**config.mk**
```make
export PLATFORM = sky130hd
export DESIGN_NAME = url_path_normalizer
export DESIGN_NICKNAME = d
export VERILOG_FILES = /design/src/rtl/upn_pkg.sv /design/src/rtl/upn_step.sv /design/src/rtl/upn_res_fifo.sv /design/src/rtl/url_path_normalizer.sv
export SDC_FILE = /design/constraint.sdc
export NUM_CORES = 1
export LEC_CHECK = 0
export BUFFER_PORTS_ARGS = -buffer_cell sky130_fd_sc_hd__clkbuf_2
export CORE_MARGIN = 2
export CORE_UTILIZATION = 45
export CTS_CLUSTER_SIZE = 28
export DETAILED_ROUTE_END_ITERATION = 16
export GPL_TIMING_DRIVEN = 0
export PLACE_DENSITY = 0.62
export SLEW_MARGIN = 20
export SYNTH_ARGS = -nofsm -noshare
export SYNTH_HDL_FRONTEND = slang
export SYNTH_HIERARCHICAL = 1
export SYNTH_SLANG_ARGS = --single-unit
```
**constraint.sdc**
```tcl
create_clock -name clk -period 7 [get_ports clk]
set_input_delay 1.05 -clock clk [delete_from_list [all_inputs] [get_ports clk]]
set_output_delay 1.05 -clock clk [all_outputs]
set_load 0.02 [all_outputs]
```
**src/rtl/upn_pkg.sv**
```systemverilog
// Package for the URL path normalizer: state and result types, byte and status codes,
// and the byte classification and UTF-8 checker functions.
// No dependencies.
`default_nettype none

package upn_pkg;

    // Hard ceiling on the path length limit
    localparam int MAX_PATH_LIMIT = 255;

    // Result queue geometry: one item yields at most three results
    localparam int MAX_RESULTS = 3;
    localparam int RES_DEPTH   = 4;
    localparam int RES_PTR_W   = $clog2(RES_DEPTH);
    localparam int RES_CNT_W   = $clog2(RES_DEPTH + 1);

    // Configuration register indexes
    localparam logic CFG_MAX_PATH_BYTES = 1'b0;
    localparam logic CFG_PCT_DECODE     = 1'b1;

    // Status codes
    localparam logic [2:0] ST_OK          = 3'd0;
    localparam logic [2:0] ST_BAD_ESCAPE  = 3'd1;
    localparam logic [2:0] ST_FORBIDDEN   = 3'd2;
    localparam logic [2:0] ST_TOO_LONG    = 3'd3;
    localparam logic [2:0] ST_EMPTY       = 3'd4;
    localparam logic [2:0] ST_BAD_CHARSET = 3'd5;

    // Escape decoder phases
    localparam logic [1:0] ESC_IDLE = 2'd0;
    localparam logic [1:0] ESC_HIGH = 2'd1;
    localparam logic [1:0] ESC_LOW  = 2'd2;

    // UTF-8 checker states
    localparam logic [3:0] U8_LEAD = 4'd0;
    localparam logic [3:0] U8_OWE1 = 4'd1;
    localparam logic [3:0] U8_OWE2 = 4'd2;
    localparam logic [3:0] U8_OWE3 = 4'd3;
    localparam logic [3:0] U8_E0   = 4'd4;
    localparam logic [3:0] U8_ED   = 4'd5;
    localparam logic [3:0] U8_F0   = 4'd6;
    localparam logic [3:0] U8_F4   = 4'd7;
    localparam logic [3:0] U8_BAD  = 4'd8;

    // Byte codes
    localparam logic [7:0] CH_SLASH   = 8'h2f;
    localparam logic [7:0] CH_DOT     = 8'h2e;
    localparam logic [7:0] CH_SPACE   = 8'h20;
    localparam logic [7:0] CH_PERCENT = 8'h25;
    localparam logic [7:0] CTRL_LIMIT = 8'h20;
    localparam logic [7:0] DEL_BYTE   = 8'h7f;

    // Per-path scan state
    typedef struct packed {
        logic [1:0] esc_phase;
        logic [3:0] esc_hi;
        logic [8:0] seg_cnt;
        logic [8:0] out_cnt;
        logic       held_dot;
        logic       last_ds;
        logic [2:0] first_err;
        logic [3:0] utf8;
    } upn_state_t;

    // One result item
    typedef struct packed {
        logic [7:0] out_byte;
        logic       is_status;
        logic [2:0] status;
    } upn_result_t;

    // Results produced by one input item, compacted from slot 0
    typedef struct packed {
        logic [1:0]                         count;
        upn_result_t [MAX_RESULTS-1:0]      item;
    } upn_batch_t;

    function automatic logic hex_valid(input logic [7:0] c);
        hex_valid = (c >= 8'h30 && c <= 8'h39) || (c >= 8'h61 && c <= 8'h66) ||
                    (c >= 8'h41 && c <= 8'h46);
    endfunction

    function automatic logic [3:0] hex_value(input logic [7:0] c);
        logic [7:0] d;
        if (c <= 8'h39)
            d = c - 8'h30;
        else if (c >= 8'h61)
            d = c - 8'h57;
        else
            d = c - 8'h37;
        hex_value = d[3:0];
    endfunction

    function automatic logic byte_allowed(input logic [7:0] c);
        logic ok;
        ok = !(c < CTRL_LIMIT || c == DEL_BYTE);
        case (c)
            8'h5c, 8'h2f, 8'h3a, 8'h2a, 8'h3f, 8'h22, 8'h3c, 8'h3e, 8'h7c, 8'h23:
                ok = 1'b0;
            default: ;
        endcase
        byte_allowed = ok;
    endfunction

    // Strict UTF-8 checker step
    function automatic logic [3:0] utf8_next(input logic [3:0] s, input logic [7:0] c);
        logic       cont;
        logic [3:0] r;
        cont = (c[7:6] == 2'b10);
        r    = U8_BAD;
        unique case (s)
            U8_LEAD:
            begin
                if (c < 8'h80)                     r = U8_LEAD;
                else if (c >= 8'hc2 && c <= 8'hdf) r = U8_OWE1;
                else if (c == 8'he0)               r = U8_E0;
                else if (c == 8'hed)               r = U8_ED;
                else if (c >= 8'he1 && c <= 8'hef) r = U8_OWE2;
                else if (c == 8'hf0)               r = U8_F0;
                else if (c >= 8'hf1 && c <= 8'hf3) r = U8_OWE3;
                else if (c == 8'hf4)               r = U8_F4;
                else                               r = U8_BAD;
            end
            U8_OWE1: r = cont ? U8_LEAD : U8_BAD;
            U8_OWE2: r = cont ? U8_OWE1 : U8_BAD;
            U8_OWE3: r = cont ? U8_OWE2 : U8_BAD;
            U8_E0:   r = (c >= 8'ha0 && c <= 8'hbf) ? U8_OWE1 : U8_BAD;
            U8_ED:   r = (c >= 8'h80 && c <= 8'h9f) ? U8_OWE1 : U8_BAD;
            U8_F0:   r = (c >= 8'h90 && c <= 8'hbf) ? U8_OWE2 : U8_BAD;
            U8_F4:   r = (c >= 8'h80 && c <= 8'h8f) ? U8_OWE2 : U8_BAD;
            default: r = U8_BAD;
        endcase
        utf8_next = r;
    endfunction

endpackage

`default_nettype wire

```
**src/rtl/upn_step.sv**
```systemverilog
// Scan logic for one path item: next scan state and the results it causes.
// Depends on upn_pkg.
`default_nettype none

module upn_step
    import upn_pkg::*;
(
    input  upn_state_t  st,
    input  logic [7:0]  path_byte,
    input  logic        path_end,
    input  logic [7:0]  max_path_bytes,
    input  logic        pct_decode,
    output upn_state_t  st_next,
    output upn_batch_t  batch
);

    upn_state_t ns;
    logic [8:0] limit;
    logic [7:0] v;
    logic       do_take;
    logic       do_end;
    logic [1:0] n;

    always_comb
    begin
        ns      = st;
        n       = '0;
        batch   = '0;
        v       = '0;
        do_take = 1'b0;
        do_end  = 1'b0;
        limit   = (9'(max_path_bytes) < 9'(MAX_PATH_LIMIT)) ?
                  9'(max_path_bytes) : 9'(MAX_PATH_LIMIT);

        // classify the item
        if (path_end)
        begin
            if (st.first_err == ST_OK)
            begin
                if (st.esc_phase != ESC_IDLE)
                    ns.first_err = ST_BAD_ESCAPE;
                else
                    do_end = 1'b1;
            end
        end
        else if (st.first_err == ST_OK)
        begin
            if (st.esc_phase == ESC_HIGH)
            begin
                if (!hex_valid(path_byte))
                    ns.first_err = ST_BAD_ESCAPE;
                else
                begin
                    ns.esc_hi    = hex_value(path_byte);
                    ns.esc_phase = ESC_LOW;
                end
            end
            else if (st.esc_phase == ESC_LOW)
            begin
                if (!hex_valid(path_byte))
                    ns.first_err = ST_BAD_ESCAPE;
                else
                begin
                    ns.esc_phase = ESC_IDLE;
                    v            = {st.esc_hi, hex_value(path_byte)};
                    do_take      = 1'b1;
                end
            end
            else if (pct_decode && path_byte == CH_PERCENT)
                ns.esc_phase = ESC_HIGH;
            else if (path_byte == CH_SLASH)
                do_end = 1'b1;
            else
            begin
                v       = path_byte;
                do_take = 1'b1;
            end
        end

        // segment close: trailing dot/space check, then total length
        if (do_end)
        begin
            if (ns.seg_cnt != '0 && ns.first_err == ST_OK)
            begin
                if (ns.held_dot && ns.seg_cnt == 9'd1)
                    ;
                else if (ns.last_ds)
                    ns.first_err = ST_FORBIDDEN;
                else if (ns.out_cnt > limit)
                    ns.first_err = ST_TOO_LONG;
            end
            ns.seg_cnt  = '0;
            ns.held_dot = 1'b0;
            ns.last_ds  = 1'b0;
        end

        // terminator: final status, then clear for the next path
        if (path_end)
        begin
            if (ns.first_err == ST_OK)
            begin
                if (ns.out_cnt == '0)
                    ns.first_err = ST_EMPTY;
                else if (ns.utf8 != U8_LEAD)
                    ns.first_err = ST_BAD_CHARSET;
            end
            batch.item[0] = '{out_byte: 8'h00, is_status: 1'b1, status: ns.first_err};
            n  = 2'd1;
            ns = '0;
        end

        // keep one byte value
        if (do_take)
        begin
            if (!byte_allowed(v))
                ns.first_err = ST_FORBIDDEN;
            else if (ns.seg_cnt >= limit)
                ns.first_err = ST_TOO_LONG;
            else if (ns.seg_cnt == '0 && v == CH_DOT)
            begin
                ns.held_dot = 1'b1;
                ns.seg_cnt  = 9'd1;
                ns.last_ds  = 1'b1;
            end
            else
            begin
                if (ns.seg_cnt == '0 || ns.held_dot)
                begin
                    // separator before a new segment
                    if (ns.out_cnt != '0)
                    begin
                        batch.item[n] = '{out_byte: CH_SLASH, is_status: 1'b0,
                                          status: ST_OK};
                        n          = n + 2'd1;
                        ns.out_cnt = ns.out_cnt + 9'd1;
                        ns.utf8    = utf8_next(ns.utf8, CH_SLASH);
                    end
                    // release the held leading dot
                    if (ns.held_dot)
                    begin
                        batch.item[n] = '{out_byte: CH_DOT, is_status: 1'b0,
                                          status: ST_OK};
                        n           = n + 2'd1;
                        ns.out_cnt  = ns.out_cnt + 9'd1;
                        ns.utf8     = utf8_next(ns.utf8, CH_DOT);
                        ns.held_dot = 1'b0;
                    end
                end
                batch.item[n] = '{out_byte: v, is_status: 1'b0, status: ST_OK};
                n          = n + 2'd1;
                ns.out_cnt = ns.out_cnt + 9'd1;
                ns.utf8    = utf8_next(ns.utf8, v);
                ns.seg_cnt = ns.seg_cnt + 9'd1;
                ns.last_ds = (v == CH_DOT || v == CH_SPACE);
            end
        end

        batch.count = n;
        st_next     = ns;
    end

endmodule

`default_nettype wire

```
**src/rtl/upn_res_fifo.sv**
```systemverilog
// Result queue: takes up to three results per cycle, hands out one per transfer.
// Depends on upn_pkg.
`default_nettype none

module upn_res_fifo
    import upn_pkg::*;
(
    input  logic        clk,
    input  logic        rst_n,
    input  logic        push,
    input  upn_batch_t  batch,
    output logic        room,
    output logic        res_valid,
    input  logic        res_ready,
    output upn_result_t head
);

    upn_result_t          mem [RES_DEPTH];
    logic [RES_PTR_W-1:0] wr_ptr_reg, wr_ptr_next;
    logic [RES_PTR_W-1:0] rd_ptr_reg, rd_ptr_next;
    logic [RES_CNT_W-1:0] count_reg, count_next;
    logic [RES_CNT_W-1:0] push_cnt;
    logic                 pop;

    assign pop       = res_valid && res_ready;
    assign res_valid = (count_reg != '0);
    assign head      = mem[rd_ptr_reg];
    // space for a worst-case batch
    assign room      = (count_reg <= RES_CNT_W'(RES_DEPTH - MAX_RESULTS));
    assign push_cnt  = push ? RES_CNT_W'(batch.count) : '0;

    // pointer and fill count update
    always_comb
    begin
        wr_ptr_next = wr_ptr_reg + RES_PTR_W'(push_cnt);
        rd_ptr_next = rd_ptr_reg + RES_PTR_W'(pop);
        count_next  = count_reg + push_cnt - RES_CNT_W'(pop);
    end

    always_ff @(posedge clk or negedge rst_n)
    begin
        if (!rst_n)
        begin
            wr_ptr_reg <= '0;
            rd_ptr_reg <= '0;
            count_reg  <= '0;
        end
        else
        begin
            wr_ptr_reg <= wr_ptr_next;
            rd_ptr_reg <= rd_ptr_next;
            count_reg  <= count_next;
        end
    end

    // storage write, one slot per produced result
    always_ff @(posedge clk)
    begin
        for (int i = 0; i < MAX_RESULTS; i++)
        begin
            if (push && 2'(i) < batch.count)
                mem[wr_ptr_reg + RES_PTR_W'(i)] <= batch.item[i];
        end
    end

endmodule

`default_nettype wire

```
**src/rtl/url_path_normalizer.sv**
```systemverilog
// URL path normalizer, top level.
// Results are registered in the result queue. Throughput: one item per cycle while
// each item yields at most one result and res_ready stays high; an item that opens a
// segment yields up to three, drained one per cycle. The four-entry result queue
// takes an item only while at most one entry is occupied, which sets that figure.
// Reset clears config to defaults and all scan state; no clearing pass.
`default_nettype none

module url_path_normalizer
    import upn_pkg::*;
(
    input  logic       clk,
    input  logic       rst_n,
    // path items
    input  logic       path_valid,
    output logic       path_ready,
    input  logic [7:0] path_byte,
    input  logic       path_end,
    // results
    output logic       res_valid,
    input  logic       res_ready,
    output logic [7:0] out_byte,
    output logic       is_status,
    output logic [2:0] status,
    output logic       last,
    // configuration
    input  logic       cfg_we,
    input  logic       cfg_index,
    input  logic [7:0] cfg_data
);

    logic [7:0]  max_path_bytes_reg;
    logic        pct_decode_reg;
    upn_state_t  state_reg, state_next;
    upn_batch_t  batch;
    upn_result_t head;
    logic        accept;
    logic        room;

    assign accept     = path_valid && path_ready;
    assign path_ready = room;

    // configuration registers
    always_ff @(posedge clk or negedge rst_n)
    begin
        if (!rst_n)
        begin
            max_path_bytes_reg <= 8'd255;
            pct_decode_reg     <= 1'b1;
        end
        else if (cfg_we)
        begin
            unique case (cfg_index)
                CFG_MAX_PATH_BYTES: max_path_bytes_reg <= cfg_data;
                CFG_PCT_DECODE:     pct_decode_reg     <= cfg_data[0];
            endcase
        end
    end

    upn_step u_step (
        .st             (state_reg),
        .path_byte      (path_byte),
        .path_end       (path_end),
        .max_path_bytes (max_path_bytes_reg),
        .pct_decode     (pct_decode_reg),
        .st_next        (state_next),
        .batch          (batch)
    );

    // scan state advances on each transfer
    always_ff @(posedge clk or negedge rst_n)
    begin
        if (!rst_n)
            state_reg <= '0;
        else if (accept)
            state_reg <= state_next;
    end

    upn_res_fifo u_fifo (
        .clk       (clk),
        .rst_n     (rst_n),
        .push      (accept),
        .batch     (batch),
        .room      (room),
        .res_valid (res_valid),
        .res_ready (res_ready),
        .head      (head)
    );

    assign out_byte  = head.out_byte;
    assign is_status = head.is_status;
    assign status    = head.status;
    assign last      = head.is_status;

endmodule

`default_nettype wire

```
==> Word-level counts from Yosys, hierarchy flattened <==
Memory sizes are Yosys's and may differ from the RTL's.
Index checks and enable logic that the tools add are counted.
{ "word_totals": {"ff_bits": 49, "latchBits": 0, "ramBits": 48, "rom_bits": 0, "out_inout_bits": 15, "word_cells": 304, "mem_count": 1} }
{ "classes": {"addsub": 16, "n_mul": 0, "n_div": 0, "magnitude_cmp": 33, "n_eq_ne": 32, "shifts": 0, "mux": 152, "n_bitwise": 7, "n_reduce_logical": 50} }
{ "mem_list": {"columns": ["memory", "depth", "word_bits", "rd", "rd_clocked_by_memory_dff", "wr", "line", "text"], "rows": [
  ["u_fifo.mem", 4, 12, 1, 0, 3, "upn_res_fifo.sv:18", "upn_result_t mem [RES_DEPTH];"]
]} }
{ "ops": {"columns": ["op", "n"], "rows": [
  ["$mux W36", 16],
  ["$mux W4", 36],
  ["$eq A8 B6 Y1 const B", 12],
  ["$mux W9", 9],
  ["$demux W12 S2", 3],
  ["$mux W8", 8],
  ["$mux W10", 6],
  ["$ge A8 B8 Y1 const B", 6],
  ["$le A8 B8 Y1 const B", 6],
  ["$mux W3", 16],
  ["$mux W2", 22],
  ["$mux W20", 2],
  ["$add A9 B1 Y9 const B", 4],
  ["$bwmux W36", 1],
  ["$mux W12", 3],
  ["$mux W33", 1],
  ["$eq A8 B8 Y1 const B", 4],
  ["$pmux W4 S8", 1],
  ["$mux W27", 1],
  ["$and A24 B24 Y24", 1],
  ["$eq A8 B7 Y1 const B", 3],
  ["$mux W1", 24],
  ["$not A24 Y24", 1],
  ["$logic_and A1 B1 Y1", 22],
  ["other kinds (52)", 82]
]} }

==> Logic depth before layout (Yosys ltp) <==
Gate-level depths: netlist of run 1.
{ "depth": {"ltp_word": 39, "mapped_depth": 25} }

==> Hierarchy <==
The synthesis of run 1 kept the hierarchy.
{ "by_module_without_submodules": {"columns": ["mod", "instances", "cells_per_inst", "area_per_inst_um2", "seq_area_each_um2"], "rows": [
  ["upn_step", 1, 573, 3562.2, 0.0],
  ["upn_res_fifo", 1, 226, 3494.6, 1616.6],
  ["url_path_normalizer", 1, 93, 1716.6, 1062.3]
]} }

==> Least setup slack after synthesis of run 1 <==
No wires, ideal clock.
{ "synth_timing": {"kind": "input port to flip-flop", "startpoint": "input path_byte[4]", "endpoint": "memory u_fifo/mem[3][0] (netlist name) (enable)", "setup_ps": 399, "t_arrival_ps": 5631, "required_time_ps": 6601, "slack_ps": 970, "path_stages": 22, "cell_sequence": "buf_2 > nor4b_4 > and4_1 > buf_2 > a21oi_1 > clkbuf_1 > nand2_1 > inv_1 > ha_1 > a21oi_1 > o21ai_0 > nand4_1 > a31oi_1 > nor4b_1 > nor3b_1 > nand2_1 > buf_2 > buf_2 > nor2_1 > buf_6 > o211ai_1 > a21boi_0"} }
{ "synth_lines": {"columns": ["item", "line", "text"], "rows": [
  ["start, declared", "url_path_normalizer.sv:17", "input logic [7:0] path_byte,"],
  ["end, declared", "upn_res_fifo.sv:18", null]
]} }

==> out/metrics.csv, run 1 <==
metric,value,unit
post-synth top area share,0.164,
Largest register FFs,48,
Setup Crit Path Kind,primary input to flop,
critical path cell sequence,clkbuf_2 > ha_1 > and2_0 > and4_1 > buf_2 > a21oi_1 > clkbuf_2 > nand2_1 > inv_1 > ha_1 > a21oi_1 > o21ai_0 > nand4_1 > a31oi_1 > nor4b_1 > nor3b_1 > nand2_1 > buf_2 > buf_2 > nor2_2 > and4bb_1 > buf_2 > mux2_2 > mux2_4,
Area contributors post-synth,"edfxtp_1 (16%), mux2_2 (13%), dfrtp_1 (11%), mux2_4 (6.7%), ha_1 (5.0%)",
maxcap violations,0,
Root Buffer Master,clkbuf_16,
ANT cells,0,
predominant post-synthesis flop cell,edfxtp_1,
M3 GR Usage,0.0320,
Final Net Count,1007,
Syn Area/Cell,9.84,um2
most common cell in the netlist,mux2_2,
Slew HR,0.425,
switching part of the total,0.431,
most frequent CP cell,buf_2,
layout cell share with drive strength beyond 1,0.305,
global-route wire length before repair,37700,um
Synth area leader,edfxtp_1,
RSZ-0062 raised after global routing,no,
#FFs+latches synth,97,
Layout area overhead,9.97,%
largest net degree at the start of global routing,50,
Hold WC Path Type,flop to flop,
Mapped Cells,892,
CP max stage delay,0.37,ns
Hold Fails Final Rpt,0,
Worst-Margin Slew,0.853,ns
setup violators final,0,
CTS HTree Levels,3,
hold buffers post-CTS,0,
die area,0.0206,mm2
Comb pwr share,0.526,
crit end category,flop,
First DRT Iteration DRCs,625,
io pins,38,
Die Y-Extent,144,um
Leak,4.17,nW
CP startpoint kind,primary input,
Async SR Flop Fraction,0.505,
Setup WS pre-CTS,-0.125,ns
CP max FO,10,
Critical Path RT,7.11,ns
grt ovf,0,
slowest cell on the critical path,mux2_2,
routed wire length,23800,um
post-synthesis sequential area ratio,0.305,
gr usage total,0.238,
worst setup margin,0.390,ns
final period utilization,0.944,
CTS tree,done,
GRT busiest layer,met2,
vias per cell,5.85,
Initial Utilization,0.455,
WP data arrival,6.72,ns
per-cell routed wire length,19.6,um
met2 Usage GRT,0.368,
antenna-violating nets left,0,
dpl hpwl,17700,um
Setup TNS,0,ns
met1 GRT Util,0.349,
core area,0.0193,mm2
Row Count,51,
Worst Clk Skew,0.0139,ns
Worst VDD drop,162,uV
Yosys cell types,93,
via count,7125,
Max Freq,151,MHz
Skew-Pair Late Insertion Delay,0.37,ns
"EDFF count, synth",48,
yosys warns,6,
Int Pwr,1.50,mW
outcome,completed,
PwrDens,273,mW/mm2
CTS Sinks,97,
"Cell Count, Final, Fillers Out",1217,
Psw,1.14,mW
power share of the clock group,0.183,
fin crit period,6.61,ns
final slew viol count,0,
"top cells by count, synth","mux2_2 (104), nand2_1 (77), nor2_1 (54)",
"Clk pin slew, worst setup/hold paths",0.07,ns
Pre-antenna DRT Iters,5,
sequential fraction of design power,0.291,
fin util,0.501,
die width,144,um
TritonCTS Buffers,9,
Residual DRC,0,
initial antenna violation count,0,
vias in the first global route,6808,
PortBufs,35,
clk buf depth,2,
GPL Wtd Cong,0.932,
placed cells,1202,
Mapped Area,0.00877,mm2
Hold WS,0.497,ns
==> metrics by stage <==
| stage | instance area (um2) | power [mW] |
|---|---|---|
| 2_1_floorplan | 8800 | 1.77 |
| 3_5_place_dp | 9360 | 2.14 |
| 5_1_grt | 9650 | 2.79 |
| 6_report | 9650 | 2.64 |
| 3_3_place_gp | 9310 | 2.12 |
| 4_1_cts | 9640 | 2.63 |
==> worst max-delay path, delay by kind of cell <==
family | cells | cell delay (ns)
adders and majority gates | 2 | 0.50
buffers and inverters | 7 | 1.59
muxes | 2 | 0.62
AOI/OAI and AO/OA | 4 | 0.71
and+or+nand+nor | 9 | 2.23
==> metal layers <==
layer,up-vias,share of wire
met5,-,0
met1,3488,0.49
met3,31,0.046
met4,0,0.020
li1,3415,-
met2,191,0.45
==> power by group through the flow <==
| stage | Clock, mW | Combinational, mW | Sequential, mW |
|---|---|---|---|
| 4_1_cts | 0.495 | 1.36 | 0.766 |
| 5_1_grt | 0.513 | 1.50 | 0.776 |
| 3_3_place_gp | 0 | 1.34 | 0.777 |
| 6_report | 0.484 | 1.39 | 0.767 |
| 2_1_floorplan | 0 | 1.02 | 0.752 |
| 3_5_place_dp | 0 | 1.36 | 0.777 |
==> final cells by class <==
cell class | instances | area [um2]
fillers | 1866 | 9620
flip-flops and latches | 97 | 2680
clock buffers | 9 | 225
repair buffers | 38 | 211
clock inverters | 6 | 53.8
multi-input cells | 706 | 5660
plain buffers | 57 | 345
well taps | 265 | 332
inverters | 39 | 146
==> placed cells by master (no fill, tap or decap), types with 10 or more instances in the layout <==
| master | count |
|---|---|
| buf_6 | 13 |
| dfrtp_1 | 40 |
| o211ai_1 | 10 |
| nor2_1 | 53 |
| inv_1 | 37 |
| nor2b_1 | 15 |
| clkbuf_1 | 16 |
| nand4_1 | 10 |
| mux2_4 | 39 |
| nand2_1 | 77 |
| a21oi_1 | 44 |
| mux4_2 | 12 |
| mux2_2 | 104 |
| and2_1 | 10 |
| nand3_1 | 33 |
| ha_1 | 35 |
| nor3_1 | 22 |
| and3_1 | 17 |
| clkbuf_2 | 37 |
| o21ai_0 | 33 |
| xnor2_1 | 18 |
| buf_2 | 15 |
| edfxtp_1 | 48 |
==> logic make-up after synthesis <==
logic type      synth area share
simple gates               0.188
compound gates             0.133
mux                        0.239
flops                      0.305
buf+inv                   0.0559
fa+ha+maj                 0.0522
xor+xnor                  0.0270
other cells             0.000427
==> timing repair <==
action | 4_1_cts | 5_1_grt
endpoints found under the setup margin | 0 | 81
setup buffers | 0 | 0
resized for setup | 0 | 6
==> path summary, 6_finish.rpt <==
check,from,endpoint,slack (ns),depth (start not counted)
worst min register to register,u_fifo/count_reg[2],u_fifo/count_reg[2],0.50,1
worst min-delay path,u_fifo/count_reg[2],u_fifo/count_reg[2],0.50,1
worst max-delay path,path_byte[0],u_fifo/mem[1][8],0.39,24
worst max register to register,state_reg[6],u_fifo/mem[1][8],0.98,21
min in group asynchronous,rst_n,state_reg[21],0.77,1
max in group asynchronous,rst_n,state_reg[27],5.73,1
Note: power is estimated with default switching activity, not from simulation.
==> inputs of run 2 (changes only) <==
- CORE_UTILIZATION: 45 -> 63
- PLACE_DENSITY: 0.62 -> 0.81
==> run 2 against run 1 <==
Compared with the run above:
- sequential share of layout area grew 0.36 points
- sequential power is essentially flat
- global-route usage rose by 7.7 points
- die area fell by 28%
- via count is 4.4% higher
- design area is 1.3% lower
- hold slack worse by 0.0015 ns
- critical path depth unchanged
- clock-buffer cell count unchanged
- fmax is 1.2% lower
- critical path type unchanged
- critical endpoint is now u_fifo/mem[1][9]
- largest cell class unchanged
==> out/metrics.csv, run 2 (synthesis gave the netlist of run 1 again) <==
metric,value,unit
Final Instance Area,0.00953,mm2
Post-DP Area,0.00923,mm2
Skew-Pair Late Insertion Delay,0.36,ns
io pins,38,
ANT cells,0,
Setup TNS,0,ns
global-route wire length before repair,36400,um
fin crit period,6.69,ns
fin util,0.694,
Worst VDD drop,225,uV
power share of the clock group,0.184,
crit end category,flop,
Int Pwr,1.50,mW
worst setup margin,0.309,ns
Pre-antenna DRT Iters,6,
largest net degree at the start of global routing,50,
CP startpoint kind,primary input,
RSZ-0062 raised after global routing,no,
WP data arrival,6.81,ns
Hold WC Path Type,flop to flop,
dpl hpwl,16700,um
Largest register FFs,48,
Critical Path RT,7.12,ns
grt ovf,0,
die area,0.0149,mm2
die width,122,um
antenna-violating nets left,0,
hold buffers post-CTS,0,
most frequent cells in the layout,"mux2_2 (104), nand2_1 (77), nor2_1 (54)",
CTS tree,done,
outcome,completed,
CTS Sinks,97,
Row Count,43,
Root Buffer Master,clkbuf_16,
"Cell Count, Final, Fillers Out",1131,
core area,0.0137,mm2
switching part of the total,0.429,
Leak,4.17,nW
PwrDens,276,mW/mm2
PortBufs,35,
Setup Crit Path Kind,primary input to flop,
initial antenna violation count,0,
Residual DRC,0,
via count,7435,
layout cell share with drive strength beyond 1,0.301,
vias per cell,6.57,
Setup WS pre-CTS,-0.155,ns
TritonCTS Buffers,9,
clk buf depth,2,
Fillers,1075,
setup bufs post-CTS,0,
Initial Utilization,0.639,
maxcap violations,0,
Worst-Margin Slew,0.946,ns
First DRT Iteration DRCs,813,
CP max FO,10,
final slew viol count,0,
vias in the first global route,7002,
"most common cell after layout, fill and taps aside",mux2_2,
Max Freq,149,MHz
setup violators final,0,
CTS HTree Levels,3,
Layout area overhead,8.57,%
sequential fraction of design power,0.291,
Die Y-Extent,122,um
Hold Fails Final Rpt,0,
GPL Wtd Cong,1.05,
routed wire length,22900,um
final period utilization,0.956,
Comb pwr share,0.524,
Worst Clk Skew,0.0109,ns
Final Net Count,1005,
placed cells,1115,
Psw,1.13,mW
gr usage total,0.315,
"Clk pin slew, worst setup/hold paths",0.07,ns
per-cell routed wire length,20.2,um
Slew HR,0.363,
-- run 2: cell type report --
| class | instances | area [um2] | area share |
|---|---|---|---|
| Buffer | 57 | 345 | 0.0363 |
| Clock buffer | 9 | 225 | 0.0236 |
| Tap cell | 180 | 225 | 0.0236 |
| Sequential cell | 97 | 2680 | 0.281 |
| Multi-Input combinational cell | 706 | 5650 | 0.593 |
| Inverter | 39 | 146 | 0.0154 |
| Timing Repair Buffer | 36 | 189 | 0.0198 |
| Clock inverter | 7 | 66.3 | 0.00696 |
-- run 2: path summary, 6_finish.rpt --
kind,endpoint,slack [ns],startpoint,cells past startpoint
max in group asynchronous,state_reg[10],5.75,rst_n,1
min reg2reg,u_fifo/count_reg[2],0.50,u_fifo/count_reg[2],1
max reg2reg,u_fifo/mem[1][9],0.87,state_reg[4],21
max,u_fifo/mem[1][9],0.31,path_byte[0],24
min,u_fifo/count_reg[2],0.50,u_fifo/count_reg[2],1
min in group asynchronous,state_reg[28],0.76,rst_n,1
-- run 2: power groups by stage --
stage,Combinational (mW),Clock [mW],Sequential (mW)
after floorplan,1.02,0,0.752
after global placement,1.30,0,0.774
after detailed placement,1.34,0,0.775
after CTS,1.35,0.492,0.764
after global routing,1.48,0.516,0.775
final,1.38,0.485,0.766
-- run 2: critical path: stages --
cell and delay [ns]:
clkbuf_2 0.16, ha_1 0.26, and2_0 0.26, and4_1 0.23, buf_2 0.16, a21oi_1 0.32, clkbuf_2 0.29, nand2_1 0.13
inv_1 0.10, ha_1 0.24, a21oi_1 0.14, o21ai_0 0.10, nand4_1 0.10, a31oi_1 0.13, nor4b_1 0.35, nor3b_1 0.28
nand2_1 0.24, buf_2 0.28, buf_2 0.22, nor2_1 0.41, and4bb_1 0.35, buf_2 0.33, mux2_2 0.38, mux2_4 0.26
-- run 2: what timing repair did --
| action | in CTS | in global routing |
|---|---|---|
| setup endpoints to repair | 0 | 76 |
| gates resized for setup | 0 | 4 |
| endpoints found under the hold margin | 0 | 0 |
-- run 2: metal layers --
layer  part of all wire  wire length (um)  global-route usage
met1               0.42              9710               0.445
met2               0.46             10500               0.492
met3              0.093              2120              0.0534
met4              0.023               535               0.106
met5                  0                 0                   0
-- run 2: stage by stage --
| stage | hold slack (ns) | power, mW |
|---|---|---|
| 2_1_floorplan | 0.462 | 1.77 |
| 3_3_place_gp | 0.483 | 2.08 |
| 3_5_place_dp | 0.484 | 2.11 |
| 4_1_cts | 0.500 | 2.60 |
| 5_1_grt | 0.528 | 2.77 |
| 6_report | 0.496 | 2.63 |
